==> config.mk <==
export PLATFORM = sky130hd
export DESIGN_NAME = peak_rms_envelope_meter_core
export DESIGN_NICKNAME = d
export VERILOG_FILES = /design/src/prem_pkg.sv /design/src/peak_rms_envelope_meter_core.sv /design/src/prem_fifo.sv /design/src/prem_front.sv /design/src/prem_back.sv
export SDC_FILE = /design/constraint.sdc
export NUM_CORES = 2
export LEC_CHECK = 0
export BUFFER_PORTS_ARGS = -buffer_cell sky130_fd_sc_hd__buf_2
export CORE_MARGIN = 8
export CORE_UTILIZATION = 45
export DETAILED_ROUTE_END_ITERATION = 10
export PLACE_DENSITY = 0.72
export SYNTH_ARGS = -nofsm -noshare
export SYNTH_HDL_FRONTEND = slang
export SYNTH_SLANG_ARGS = --single-unit
export TNS_END_PERCENT = 10
==> constraint.sdc <==
create_clock -name clk -period 7.95 [get_ports clk]
set_input_delay 1.59 -clock clk [delete_from_list [all_inputs] [get_ports clk]]
set_output_delay 1.59 -clock clk [all_outputs]
set_load 0.03 [all_outputs]
==> src/prem_pkg.sv <==
// Peak/RMS meter package: widths, register indexes, queue record, result
// and back-end state types. No dependencies.
package prem_pkg;

	localparam int COUNT_BITS    = 32;
	localparam int INDEX_BITS    = 16;
	localparam int SUM_BITS      = 64;
	localparam int SPB_BITS      = 32;
	localparam int LIMIT_BITS    = 16;
	localparam int CH_BITS       = 4;
	localparam int MAG_BITS      = 16;
	localparam int SQ_BITS       = 2 * MAG_BITS;
	localparam int CFG_IDX_BITS  = 2;
	localparam int CFG_DATA_BITS = 32;
	localparam int FIFO_DEPTH    = 4;
	localparam int FIFO_PTR_BITS = 2;
	localparam int DIV_STEPS     = SUM_BITS;
	localparam int FRAME_STEPS   = COUNT_BITS;
	localparam int SQRT_BITS     = 32;
	localparam int SQRT_STEPS    = SQRT_BITS / 2;
	localparam int STEP_BITS     = 6;

	localparam logic [CFG_IDX_BITS-1:0] REG_SPB      = 2'd0;
	localparam logic [CFG_IDX_BITS-1:0] REG_LIMIT    = 2'd1;
	localparam logic [CFG_IDX_BITS-1:0] REG_CHANNELS = 2'd2;

	localparam logic [SPB_BITS-1:0]   SPB_RESET      = 32'd1;
	localparam logic [LIMIT_BITS-1:0] LIMIT_RESET    = 16'd64;
	localparam logic [CH_BITS-1:0]    CHANNELS_RESET = 4'd2;

	localparam logic [INDEX_BITS-1:0] INDEX_MAX = '1;
	localparam logic [SQRT_BITS-1:0]  SQRT_TOP  = 32'h4000_0000;

	localparam logic KIND_BUCKET  = 1'b0;
	localparam logic KIND_SUMMARY = 1'b1;

	typedef struct packed {
		logic [SPB_BITS-1:0]   spb;
		logic [LIMIT_BITS-1:0] limit;
		logic [CH_BITS-1:0]    ch;
	} cfg_t;

	// One queue record per sample that yields results: a bucket, a summary, or both.
	typedef struct packed {
		logic                  has_bkt;
		logic [15:0]           bkt_idx;
		logic [MAG_BITS-1:0]   bkt_peak;
		logic                  has_sum;
		logic [MAG_BITS-1:0]   gpeak;
		logic [SUM_BITS-1:0]   sum;
		logic [COUNT_BITS-1:0] cnt;
		logic                  ovf;
		logic [15:0]           sum_bidx;
		logic [CH_BITS-1:0]    ch;
	} rec_t;

	typedef struct packed {
		logic        kind;
		logic [15:0] bucket_index;
		logic [15:0] peak_value;
		logic [15:0] rms_value;
		logic [31:0] frame_total;
		logic        malformed;
		logic        count_overflow;
		logic        last_result;
	} result_t;

	typedef enum logic [2:0] {
		BK_IDLE,
		BK_BUCKET,
		BK_DIV,
		BK_SQRT,
		BK_SUMMARY
	} back_state_t;

endpackage

==> src/peak_rms_envelope_meter_core.sv <==
// Channel      | Handshake               | Payload
// sample in    | push / full             | sample, last
// result out   | empty / pop             | kind, bucket_index, peak_value, rms_value,
//              |                         | frame_total, malformed, count_overflow, last_result
// config write | cfg_valid / cfg_ready   | cfg_index, cfg_data
//
// Samples enter at one per cycle while full is low; the front registers each sample's
// magnitude and square, updates its accumulators once the record queue has room,
// and queues a record for each bucket or end of stream.
// A summary takes one queue read, 64 one-bit divide steps (frame divide alongside),
// 16 square-root steps and one output load, after the bucket load when its record also closes a bucket.
// full rises only while the four-entry record queue is full; arst_n clears all stream state.
// Top level of the meter; depends on prem_pkg, prem_fifo, prem_front, prem_back.
module peak_rms_envelope_meter_core (
	input  logic                                clk,
	input  logic                                arst_n,
	input  logic                                push,
	output logic                                full,
	input  logic signed [15:0]                  sample,
	input  logic                                last,
	output logic                                empty,
	input  logic                                pop,
	output logic                                kind,
	output logic [15:0]                         bucket_index,
	output logic [15:0]                         peak_value,
	output logic [15:0]                         rms_value,
	output logic [31:0]                         frame_total,
	output logic                                malformed,
	output logic                                count_overflow,
	output logic                                last_result,
	input  logic                                cfg_valid,
	output logic                                cfg_ready,
	input  logic [prem_pkg::CFG_IDX_BITS-1:0]   cfg_index,
	input  logic [prem_pkg::CFG_DATA_BITS-1:0]  cfg_data
);

	prem_pkg::cfg_t    cfg_q;
	prem_pkg::rec_t    wr_rec;
	prem_pkg::rec_t    rd_rec;
	prem_pkg::result_t res;
	logic              q_wr;
	logic              q_full;
	logic              q_rd;
	logic              q_empty;

	assign cfg_ready = 1'b1;

	always_ff @(posedge clk or negedge arst_n) begin
		if (!arst_n) begin
			cfg_q.spb   <= prem_pkg::SPB_RESET;
			cfg_q.limit <= prem_pkg::LIMIT_RESET;
			cfg_q.ch    <= prem_pkg::CHANNELS_RESET;
		end else if (cfg_valid && cfg_ready) begin
			case (cfg_index)
				prem_pkg::REG_SPB: begin
					cfg_q.spb <= cfg_data[prem_pkg::SPB_BITS-1:0];
				end
				prem_pkg::REG_LIMIT: begin
					cfg_q.limit <= cfg_data[prem_pkg::LIMIT_BITS-1:0];
				end
				prem_pkg::REG_CHANNELS: begin
					cfg_q.ch <= cfg_data[prem_pkg::CH_BITS-1:0];
				end
				default: begin
					cfg_q <= cfg_q;
				end
			endcase
		end
	end

	prem_front u_front (
		.clk    (clk),
		.arst_n (arst_n),
		.push   (push),
		.full   (full),
		.sample (sample),
		.last   (last),
		.cfg    (cfg_q),
		.q_full (q_full),
		.q_wr   (q_wr),
		.q_data (wr_rec)
	);

	prem_fifo u_fifo (
		.clk     (clk),
		.arst_n  (arst_n),
		.wr      (q_wr),
		.wr_data (wr_rec),
		.full    (q_full),
		.rd      (q_rd),
		.rd_data (rd_rec),
		.empty   (q_empty)
	);

	prem_back u_back (
		.clk     (clk),
		.arst_n  (arst_n),
		.q_empty (q_empty),
		.q_rd    (q_rd),
		.q_data  (rd_rec),
		.pop     (pop),
		.empty   (empty),
		.res     (res)
	);

	assign kind           = res.kind;
	assign bucket_index   = res.bucket_index;
	assign peak_value     = res.peak_value;
	assign rms_value      = res.rms_value;
	assign frame_total    = res.frame_total;
	assign malformed      = res.malformed;
	assign count_overflow = res.count_overflow;
	assign last_result    = res.last_result;

	a_queue_no_overrun: assert property (@(posedge clk) disable iff (!arst_n)
		q_wr |-> !q_full)
		else $error("record written into a full queue");

	a_summary_closes: assert property (@(posedge clk) disable iff (!arst_n)
		(!empty && kind == prem_pkg::KIND_SUMMARY) |-> last_result)
		else $error("summary result without last_result");

	a_bucket_clean: assert property (@(posedge clk) disable iff (!arst_n)
		(!empty && kind == prem_pkg::KIND_BUCKET) |->
		(rms_value == 16'd0 && frame_total == 32'd0 && !malformed && !count_overflow))
		else $error("bucket result carries summary fields");

	a_rms_below_peak: assert property (@(posedge clk) disable iff (!arst_n)
		(!empty && kind == prem_pkg::KIND_SUMMARY) |->
		(peak_value <= 16'h8000 && rms_value <= peak_value))
		else $error("rms exceeds peak in summary");

endmodule

==> src/prem_fifo.sv <==
// Short record queue between the front and back of the meter.
// Depends on prem_pkg (rec_t, FIFO_DEPTH, FIFO_PTR_BITS).
module prem_fifo (
	input  logic           clk,
	input  logic           arst_n,
	input  logic           wr,
	input  prem_pkg::rec_t wr_data,
	output logic           full,
	input  logic           rd,
	output prem_pkg::rec_t rd_data,
	output logic           empty
);

	prem_pkg::rec_t mem_q [prem_pkg::FIFO_DEPTH];
	logic [prem_pkg::FIFO_PTR_BITS-1:0] wr_ptr_q;
	logic [prem_pkg::FIFO_PTR_BITS-1:0] rd_ptr_q;
	logic [prem_pkg::FIFO_PTR_BITS:0]   count_q;
	logic do_wr;
	logic do_rd;

	assign full    = (count_q == (prem_pkg::FIFO_PTR_BITS + 1)'(prem_pkg::FIFO_DEPTH));
	assign empty   = (count_q == '0);
	assign do_wr   = wr && !full;
	assign do_rd   = rd && !empty;
	assign rd_data = mem_q[rd_ptr_q];

	always_ff @(posedge clk or negedge arst_n) begin
		if (!arst_n) begin
			wr_ptr_q <= '0;
			rd_ptr_q <= '0;
			count_q  <= '0;
		end else begin
			if (do_wr) begin
				wr_ptr_q <= wr_ptr_q + 1'b1;
			end
			if (do_rd) begin
				rd_ptr_q <= rd_ptr_q + 1'b1;
			end
			if (do_wr && !do_rd) begin
				count_q <= count_q + 1'b1;
			end else if (do_rd && !do_wr) begin
				count_q <= count_q - 1'b1;
			end
		end
	end

	always_ff @(posedge clk) begin
		if (do_wr) begin
			mem_q[wr_ptr_q] <= wr_data;
		end
	end

endmodule

==> src/prem_front.sv <==
// Front of the meter: takes samples, keeps peak, square sum, count and
// bucket state, and queues a record for each bucket or end of stream.
// Depends on prem_pkg.
module prem_front (
	input  logic                clk,
	input  logic                arst_n,
	input  logic                push,
	output logic                full,
	input  logic signed [15:0]  sample,
	input  logic                last,
	input  prem_pkg::cfg_t      cfg,
	input  logic                q_full,
	output logic                q_wr,
	output prem_pkg::rec_t      q_data
);

	logic                              valid_s1;
	logic [prem_pkg::MAG_BITS-1:0]     mag_s1;
	logic [prem_pkg::SQ_BITS-1:0]      sq_s1;
	logic                              last_s1;

	logic [prem_pkg::MAG_BITS-1:0]     gpeak_q;
	logic [prem_pkg::SUM_BITS-1:0]     sum_q;
	logic [prem_pkg::COUNT_BITS-1:0]   cnt_q;
	logic [prem_pkg::SPB_BITS-1:0]     fill_q;
	logic [prem_pkg::INDEX_BITS-1:0]   bnum_q;
	logic [prem_pkg::MAG_BITS-1:0]     bmax_q;
	logic                              ovf_q;

	logic                              accept;
	logic                              advance;
	logic [15:0]                       raw;
	logic [prem_pkg::MAG_BITS-1:0]     mag_in;
	logic [prem_pkg::MAG_BITS-1:0]     gpeak_n;
	logic [prem_pkg::SUM_BITS-1:0]     sum_n;
	logic [prem_pkg::COUNT_BITS-1:0]   cnt_n;
	logic                              ovf_n;
	logic [prem_pkg::LIMIT_BITS-1:0]   idx_max_w;
	logic [prem_pkg::LIMIT_BITS-1:0]   limit_eff;
	logic                              in_env;
	logic [prem_pkg::SPB_BITS-1:0]     fill_inc;
	logic [prem_pkg::MAG_BITS-1:0]     bmax_n;
	logic                              bkt_done;
	logic [prem_pkg::INDEX_BITS-1:0]   bnum_inc;

	assign advance = valid_s1 && !q_full;
	assign full    = valid_s1 && q_full;
	assign accept  = push && !full;

	assign raw    = sample;
	assign mag_in = raw[15] ? (~raw + 16'd1) : raw;

	always_ff @(posedge clk or negedge arst_n) begin
		if (!arst_n) begin
			valid_s1 <= 1'b0;
		end else if (accept) begin
			valid_s1 <= 1'b1;
		end else if (advance) begin
			valid_s1 <= 1'b0;
		end
	end

	always_ff @(posedge clk) begin
		if (accept) begin
			mag_s1  <= mag_in;
			sq_s1   <= mag_in * mag_in;
			last_s1 <= last;
		end
	end

	always_comb begin
		gpeak_n = (mag_s1 > gpeak_q) ? mag_s1 : gpeak_q;

		// hold the count at its ceiling and flag it
		if (cnt_q == '1) begin
			cnt_n = cnt_q;
			sum_n = sum_q;
			ovf_n = 1'b1;
		end else begin
			cnt_n = cnt_q + 1'b1;
			sum_n = sum_q + prem_pkg::SUM_BITS'(sq_s1);
			ovf_n = ovf_q;
		end

		idx_max_w = prem_pkg::LIMIT_BITS'(prem_pkg::INDEX_MAX);
		limit_eff = (cfg.limit < idx_max_w) ? cfg.limit : idx_max_w;
		in_env    = (prem_pkg::LIMIT_BITS'(bnum_q) < limit_eff) && (cfg.spb != '0);
		fill_inc  = fill_q + 1'b1;
		bmax_n    = (mag_s1 > bmax_q) ? mag_s1 : bmax_q;
		bkt_done  = in_env && (fill_inc >= cfg.spb);
		bnum_inc  = bnum_q + 1'b1;

		q_data.has_bkt  = bkt_done;
		q_data.bkt_idx  = 16'(bnum_q);
		q_data.bkt_peak = bmax_n;
		q_data.has_sum  = last_s1;
		q_data.gpeak    = gpeak_n;
		q_data.sum      = sum_n;
		q_data.cnt      = cnt_n;
		q_data.ovf      = ovf_n;
		q_data.sum_bidx = bkt_done ? 16'(bnum_inc) : 16'(bnum_q);
		q_data.ch       = cfg.ch;

		q_wr = advance && (bkt_done || last_s1);
	end

	always_ff @(posedge clk or negedge arst_n) begin
		if (!arst_n) begin
			gpeak_q <= '0;
			sum_q   <= '0;
			cnt_q   <= '0;
			fill_q  <= '0;
			bnum_q  <= '0;
			bmax_q  <= '0;
			ovf_q   <= 1'b0;
		end else if (advance) begin
			if (last_s1) begin
				// end of stream: start the next one from scratch
				gpeak_q <= '0;
				sum_q   <= '0;
				cnt_q   <= '0;
				fill_q  <= '0;
				bnum_q  <= '0;
				bmax_q  <= '0;
				ovf_q   <= 1'b0;
			end else begin
				gpeak_q <= gpeak_n;
				sum_q   <= sum_n;
				cnt_q   <= cnt_n;
				ovf_q   <= ovf_n;
				if (in_env) begin
					if (bkt_done) begin
						fill_q <= '0;
						bmax_q <= '0;
						bnum_q <= bnum_inc;
					end else begin
						fill_q <= fill_inc;
						bmax_q <= bmax_n;
					end
				end
			end
		end
	end

endmodule

==> src/prem_back.sv <==
// Back of the meter: drains queue records, emits bucket results, and runs
// the mean-square divide, frame divide and square root for the summary.
// Depends on prem_pkg.
module prem_back (
	input  logic              clk,
	input  logic              arst_n,
	input  logic              q_empty,
	output logic              q_rd,
	input  prem_pkg::rec_t    q_data,
	input  logic              pop,
	output logic              empty,
	output prem_pkg::result_t res
);

	prem_pkg::back_state_t state_q;
	prem_pkg::back_state_t state_n;

	logic [prem_pkg::STEP_BITS-1:0]  step_q;
	prem_pkg::rec_t                  rec_q;
	logic [prem_pkg::CH_BITS-1:0]    ch_q;
	logic [prem_pkg::COUNT_BITS-1:0] rem_q;
	logic [prem_pkg::SUM_BITS-1:0]   quo_q;
	logic [prem_pkg::CH_BITS-1:0]    fr_rem_q;
	logic [prem_pkg::COUNT_BITS-1:0] fr_quo_q;
	logic [prem_pkg::SQRT_BITS-1:0]  v_q;
	logic [prem_pkg::SQRT_BITS-1:0]  root_q;
	logic [prem_pkg::SQRT_BITS-1:0]  bit_q;
	logic                            out_valid_q;
	prem_pkg::result_t               out_q;

	logic out_free;
	logic ld_bkt;
	logic ld_sum;
	logic div_last;
	logic sqrt_last;

	logic [prem_pkg::COUNT_BITS:0]   shift;
	logic                            ge;
	logic [prem_pkg::COUNT_BITS-1:0] rem_n;
	logic [prem_pkg::SUM_BITS-1:0]   quo_n;
	logic [prem_pkg::CH_BITS:0]      fr_shift;
	logic                            fr_ge;
	logic [prem_pkg::SQRT_BITS:0]    trial;
	logic                            take;

	assign out_free  = !out_valid_q || pop;
	assign empty     = !out_valid_q;
	assign res       = out_q;
	assign div_last  = (step_q == prem_pkg::STEP_BITS'(prem_pkg::DIV_STEPS - 1));
	assign sqrt_last = (step_q == prem_pkg::STEP_BITS'(prem_pkg::SQRT_STEPS - 1));

	always_ff @(posedge clk or negedge arst_n) begin
		if (!arst_n) begin
			state_q <= prem_pkg::BK_IDLE;
		end else begin
			state_q <= state_n;
		end
	end

	always_comb begin
		state_n = state_q;
		q_rd    = 1'b0;
		ld_bkt  = 1'b0;
		ld_sum  = 1'b0;
		case (state_q)
			prem_pkg::BK_IDLE: begin
				if (!q_empty) begin
					q_rd    = 1'b1;
					state_n = q_data.has_bkt ? prem_pkg::BK_BUCKET : prem_pkg::BK_DIV;
				end
			end
			prem_pkg::BK_BUCKET: begin
				if (out_free) begin
					ld_bkt  = 1'b1;
					state_n = rec_q.has_sum ? prem_pkg::BK_DIV : prem_pkg::BK_IDLE;
				end
			end
			prem_pkg::BK_DIV: begin
				if (div_last) begin
					state_n = prem_pkg::BK_SQRT;
				end
			end
			prem_pkg::BK_SQRT: begin
				if (sqrt_last) begin
					state_n = prem_pkg::BK_SUMMARY;
				end
			end
			prem_pkg::BK_SUMMARY: begin
				if (out_free) begin
					ld_sum  = 1'b1;
					state_n = prem_pkg::BK_IDLE;
				end
			end
			default: begin
				state_n = prem_pkg::BK_IDLE;
			end
		endcase
	end

	// restoring divide steps and digit-by-digit square root step
	always_comb begin
		shift    = {rem_q, quo_q[prem_pkg::SUM_BITS-1]};
		ge       = (shift >= {1'b0, rec_q.cnt});
		rem_n    = ge ? prem_pkg::COUNT_BITS'(shift - {1'b0, rec_q.cnt})
		              : shift[prem_pkg::COUNT_BITS-1:0];
		quo_n    = {quo_q[prem_pkg::SUM_BITS-2:0], ge};
		fr_shift = {fr_rem_q, fr_quo_q[prem_pkg::COUNT_BITS-1]};
		fr_ge    = (fr_shift >= {1'b0, ch_q});
		trial    = {1'b0, root_q} + {1'b0, bit_q};
		take     = ({1'b0, v_q} >= trial);
	end

	always_ff @(posedge clk or negedge arst_n) begin
		if (!arst_n) begin
			step_q <= '0;
		end else if (q_rd || (state_q == prem_pkg::BK_DIV && div_last)) begin
			step_q <= '0;
		end else if (state_q == prem_pkg::BK_DIV || state_q == prem_pkg::BK_SQRT) begin
			step_q <= step_q + 1'b1;
		end
	end

	always_ff @(posedge clk) begin
		if (q_rd) begin
			rec_q    <= q_data;
			ch_q     <= (q_data.ch == '0) ? prem_pkg::CH_BITS'(1) : q_data.ch;
			rem_q    <= '0;
			quo_q    <= q_data.sum;
			fr_rem_q <= '0;
			fr_quo_q <= q_data.cnt;
		end else if (state_q == prem_pkg::BK_DIV) begin
			rem_q <= rem_n;
			quo_q <= quo_n;
			if (step_q < prem_pkg::STEP_BITS'(prem_pkg::FRAME_STEPS)) begin
				fr_rem_q <= fr_ge ? prem_pkg::CH_BITS'(fr_shift - {1'b0, ch_q})
				                  : fr_shift[prem_pkg::CH_BITS-1:0];
				fr_quo_q <= {fr_quo_q[prem_pkg::COUNT_BITS-2:0], fr_ge};
			end
			if (div_last) begin
				// mean square never exceeds 2^30, so the low word holds it
				v_q    <= quo_n[prem_pkg::SQRT_BITS-1:0];
				root_q <= '0;
				bit_q  <= prem_pkg::SQRT_TOP;
			end
		end else if (state_q == prem_pkg::BK_SQRT) begin
			if (take) begin
				v_q    <= prem_pkg::SQRT_BITS'({1'b0, v_q} - trial);
				root_q <= (root_q >> 1) + bit_q;
			end else begin
				root_q <= root_q >> 1;
			end
			bit_q <= bit_q >> 2;
		end
	end

	always_ff @(posedge clk or negedge arst_n) begin
		if (!arst_n) begin
			out_valid_q <= 1'b0;
		end else if (ld_bkt || ld_sum) begin
			out_valid_q <= 1'b1;
		end else if (pop) begin
			out_valid_q <= 1'b0;
		end
	end

	always_ff @(posedge clk) begin
		if (ld_bkt) begin
			out_q.kind           <= prem_pkg::KIND_BUCKET;
			out_q.bucket_index   <= rec_q.bkt_idx;
			out_q.peak_value     <= rec_q.bkt_peak;
			out_q.rms_value      <= '0;
			out_q.frame_total    <= '0;
			out_q.malformed      <= 1'b0;
			out_q.count_overflow <= 1'b0;
			out_q.last_result    <= !rec_q.has_sum;
		end else if (ld_sum) begin
			out_q.kind           <= prem_pkg::KIND_SUMMARY;
			out_q.bucket_index   <= rec_q.sum_bidx;
			out_q.peak_value     <= rec_q.gpeak;
			out_q.rms_value      <= (rec_q.cnt == '0) ? 16'd0 : root_q[15:0];
			out_q.frame_total    <= 32'(fr_quo_q);
			out_q.malformed      <= (fr_rem_q != '0);
			out_q.count_overflow <= rec_q.ovf;
			out_q.last_result    <= 1'b1;
		end
	end

endmodule

==> parameters.txt <==
Parameter                              Value

Floorplan
  Top-level port count    143
  Die H    410.6 µm
  Initial Util    45.08%
  Row Count    145
  Die X-Extent    410.6 µm
  Die Outline Area    168600 µm²
  Core region area    155500 µm²

Finish
  NumNets Final    6540
  Number of antenna repair diodes    0
  Synthesis-to-finish area growth    13.30%
  Util after Layout    51.07%
  Number of fill cells in the layout    12974
  Proportion of layout cells with a drive suffix above 1    15.17%

Critical path
  Crit path DAT    8.40 ns
  R2r startpoint    u_front.fill_q[0]
  Crit-path max FO    5
  End of the critical path    u_front.sq_s1[30]
  Critical Path RT    8.57 ns
  Path type of the worst setup path    primary input to register
  Worst setup path startpoint    sample[1]
  Slowest Stage Delay on Critical Path    0.52 ns
  R2R Setup Slk    1.30 ns
  RR Endpoint    u_fifo.mem_q[3][31]
  Critical Path Start Type    primary input
  Worst r2r path cells    16
  Nature of the critical path endpoint    register
  Cell with the biggest individual delay on the critical path    sky130_fd_sc_hd__fa_1

Place
  Placed wire-length estimate    108.4 mm
  Routability cong.    0.8766
  Port Buf Inserts    141

Routing
  M1 wire length    71.27 mm
  Max layer used    met4
  Total length of routed met3 wires    8.949 mm
  Routed vias/inst    5.624
  Detailed-route via count    45932
  Post-route DRC violation count    0
  WL final    161.2 mm
  Remaining antenna violation count    0
  Average wire per standard cell    19.74 µm
  Drt first-iter violations    4338
  1st-pass router iterations    6
  Met2 Wirelength    77.67 mm

Clock network
  Total clock sinks    1360
  Clock tree from TritonCTS    built
  Clock-pin slew on the worst setup and hold paths    0.06 ns
  Insertion delay of the later-clocked pin in the worst-skew pair    0.77 ns
  Count of hold buffers inserted by post-cts repair    0
  Clock root cell    sky130_fd_sc_hd__clkbuf_16
  Buffer levels on the longest clock path    3
  Num CTS Buffers    133
  H-tree depth    4

Pwr
  Net switching power    12.09 mW
  Peak supply drop    0.0007736 V
  Internal power summed over all cells    21.31 mW
  Fraction of power consumed by combinational cells    48.6%
  Sw frac    36.19%
  Share of power burned in registers    32.2%
  Clock network fraction of total power    19.2%
  Power per cell area    420.6 nW/µm²
  Total power    33.40 mW
  Leakage    31.38 nW

STA
  Transition at the pin with the smallest max-transition slack    1.226 ns
  Max-slew violation count    0
  Peak clock frequency supported by timing    0.1285 GHz
  Setup Viol. Count Final    0
  Slew HR    17.83%
  Final cycle utilization of the critical path    97.87%
  Setup repair after global routing missed its margin    true
  Number of failing hold endpoints at the final stage    0
  Minimum clock period after layout    7.781 ns
  Worst clock skew on the final layout    0.03023 ns

Synthesis
  Number of flops mapped to enable cells by yosys    1026
  Number of instances in the synthesized netlist    5722
  Mean area per synthesized cell    12.25 µm²
  Area share of the largest cell type after synthesis    43.96%
  Top_reg_cell synth    sky130_fd_sc_hd__edfxtp_1
  Register bit total from synthesis    1360
  Dominant cell type by area after synthesis    sky130_fd_sc_hd__edfxtp_1
  Ys async rst share    18.16%
  Ys Warns    0
  Ranking of synthesized cells by area    sky130_fd_sc_hd__edfxtp_1 44%, sky130_fd_sc_hd__dfrtp_1 8.7%, sky130_fd_sc_hd__ha_1 5.7%, sky130_fd_sc_hd__mux4_2 5.4%, sky130_fd_sc_hd__fa_1 4.8%
  Count of distinct cell types in the synthesized netlist    91
  Sequential area share after synthesis    55.27%
  Mapped Area    70080 µm²

Worst hold path
  Kind of path behind the tightest hold check    register to register
  Start point of the worst hold path    u_back.res[29]

Global routing
  Via count of the first global-routing pass    46671
  Wire length of the first global-routing pass    256.9 mm
  Initial antenna violation count    0
  Congestion Overflow GR    0
  Largest net degree at the start of global routing    134
  Total global-route track usage    18.77%

Outcome
  Status    finished, final reports clean

Job
  Max-cap violations    0
-- area by class of cell --
cell class              count  area, µm²  share of cell area, %
repair buffers            376       2634                  3.317
clock buffers             168       3622                  4.562
well taps                2058       2575                  3.243
clock inverters            80      855.8                  1.078
flip-flops and latches   1360      38740                  48.79
multi-input cells        3699      29350                  36.97
inverters                 426       1624                  2.045
-- critical path, delay by kind of cell --
family                   cells  cell delay [ns]
XOR/XNOR                     1             0.19
adder cells (fa/ha/maj)      7             3.17
AO/OA/AOI/OAI                7             1.31
buffers and inverters       11             0.97
AND/OR/NAND/NOR              6             1.15
-- worst min-delay path by stage --
stage	to	depth (start not counted)
floorplan	u_back.rem_q[31]	2
global placement	u_back.res[31]	2
detailed placement	u_back.res[31]	2
CTS	u_back.res[31]	2
global route	u_back.res[2]	2
finish	u_back.res[29]	2
-- logic make-up (layout without fill, tap and decap cells) --
| family | Yosys count | in the layout | share of synthesized area, % |
|---|---|---|---|
| AOI/OAI and AO/OA | 1061 | 1061 | 10.02 |
| xor gates and xnor gates | 284 | 284 | 3.549 |
| adders and majority gates | 488 | 488 | 10.52 |
| buffers and inverters | 673 | 1050 | 3.635 |
| DFF | 1360 | 1360 | 55.27 |
| muxes | 257 | 257 | 6.727 |
| other | 2 | 12 | 0.01072 |
| and+or+nand+nor | 1597 | 1597 | 10.27 |
-- cell usage in the layout (no fill, tap or decap), drive strengths merged, types with 15 or more instances in the layout --
cell type / netlist / routed
inv: 418 / 425
nand4: 64 / 64
o211ai: 15 / 15
a31oi: 42 / 42
and2: 43 / 43
fa: 169 / 169
a221o: 22 / 22
mux2: 42 / 42
o22ai: 29 / 29
o31ai: 38 / 38
o21bai: 24 / 24
nand2b: 30 / 30
a41oi: 15 / 15
xor2: 126 / 126
ha: 319 / 319
nor2: 274 / 274
mux4: 167 / 167
clkbuf: 197 / 168
edfxtp: 1026 / 1026
a22o: 117 / 117
nor2b: 37 / 37
mux2i: 48 / 48
clkinv: 8 / 62
nand3: 115 / 115
a211oi: 27 / 27
dfrtp: 244 / 244
nor3: 82 / 82
xnor2: 158 / 158
nor4: 30 / 30
o21ai: 277 / 277
dfxtp: 87 / 87
a21oi: 248 / 248
buf: 50 / 376
and3: 61 / 61
a21o: 71 / 71
nand2: 777 / 777
o21a: 22 / 22
a22oi: 19 / 19
or3: 32 / 32
-- layer usage --
metal	vias to the layer above	GRT usage, %
li1	21385	-
met2	1348	31.30
met1	22965	26.01
met3	234	2.693
met5	-	0
met4	0	4.733
-- per-stage QoR --
stage | cell area [µm²] | instances | hold WS [ns] | setup WS, ns | setup TNS, ns
2_1_floorplan | 70520 | 5732 | 0.4454 | -0.6579 | -221.28
3_3_place_gp | 74790 | 7909 | 0.4461 | -0.7050 | -5.384
3_5_place_dp | 74790 | 7909 | 0.4453 | -0.8003 | -6.643
4_1_cts | 79260 | 8157 | 0.4540 | 0.01858 | 0
5_1_grt | 79410 | 8167 | 0.4713 | -0.03320 | -0.04704
6_report | 79410 | 8167 | 0.4559 | 0.1694 | 0
-- state kept, by name (all words and copies together), names as in the netlist, 4 cells and up --
signal	cells
u_fifo.mem_q	668
u_back.rec_q	98
u_back.res	84
u_back.quo_q	64
u_front.sum_q	64
cfg_q	52
u_back.fr_quo_q	32
u_back.rem_q	32
u_back.root_q	32
u_back.v_q	32
u_front.cnt_q	32
u_front.fill_q	32
u_front.sq_s1	31
u_back.bit_q	16
u_front.bmax_q	16
u_front.bnum_q	16
u_front.gpeak_q	16
u_front.mag_s1	15
u_back.step_q	6
u_back.ch_q	4
u_back.fr_rem_q	4
-- what timing repair did --
action,4_1_cts,5_1_grt
setup buffers,0,10
resized for setup,0,15
pin swaps,1,17
setup endpoints to repair,1,8
-- power groups by stage --
stage,sequential [mW],combinational [mW],clock (mW)
CTS,10.8,16.2,6.54
finish,10.8,16.2,6.43
detailed placement,10.9,16.0,0
global placement,10.8,15.6,0
floorplan,10.6,11.5,0
global route,10.9,18.2,6.82
-- Yosys cell counts (9+ instances only) --
library cell,number
sky130_fd_sc_hd__o21ai_0,273
sky130_fd_sc_hd__o31a_1,9
sky130_fd_sc_hd__and3_1,61
sky130_fd_sc_hd__a22oi_1,19
sky130_fd_sc_hd__a41oi_1,14
sky130_fd_sc_hd__a21o_1,71
sky130_fd_sc_hd__a31oi_1,41
sky130_fd_sc_hd__fa_1,169
sky130_fd_sc_hd__o22ai_1,29
sky130_fd_sc_hd__and4_1,10
sky130_fd_sc_hd__nand3_1,115
sky130_fd_sc_hd__a211oi_1,24
sky130_fd_sc_hd__ha_1,319
sky130_fd_sc_hd__dfxtp_1,87
sky130_fd_sc_hd__nor2b_1,37
sky130_fd_sc_hd__buf_1,40
sky130_fd_sc_hd__xor2_1,126
sky130_fd_sc_hd__mux2i_1,48
sky130_fd_sc_hd__a21oi_1,248
sky130_fd_sc_hd__a22o_1,117
sky130_fd_sc_hd__nor3b_1,13
sky130_fd_sc_hd__o21a_1,22
sky130_fd_sc_hd__o211ai_1,15
sky130_fd_sc_hd__nor3_1,80
sky130_fd_sc_hd__inv_1,416
sky130_fd_sc_hd__a211o_1,9
sky130_fd_sc_hd__nand4_1,64
sky130_fd_sc_hd__o31ai_1,37
sky130_fd_sc_hd__o21bai_1,24
sky130_fd_sc_hd__xnor2_1,158
sky130_fd_sc_hd__nand2_1,777
sky130_fd_sc_hd__nand2b_1,30
sky130_fd_sc_hd__nor4_1,30
sky130_fd_sc_hd__mux2_2,42
sky130_fd_sc_hd__clkbuf_1,197
sky130_fd_sc_hd__or3_1,32
sky130_fd_sc_hd__and2_1,42
sky130_fd_sc_hd__a32oi_1,9
sky130_fd_sc_hd__dfrtp_1,244
sky130_fd_sc_hd__mux4_2,167
sky130_fd_sc_hd__or2_2,14
sky130_fd_sc_hd__a221o_1,22
sky130_fd_sc_hd__edfxtp_1,1026
sky130_fd_sc_hd__nor2_1,274
Power figures use the tool's default switching activity.
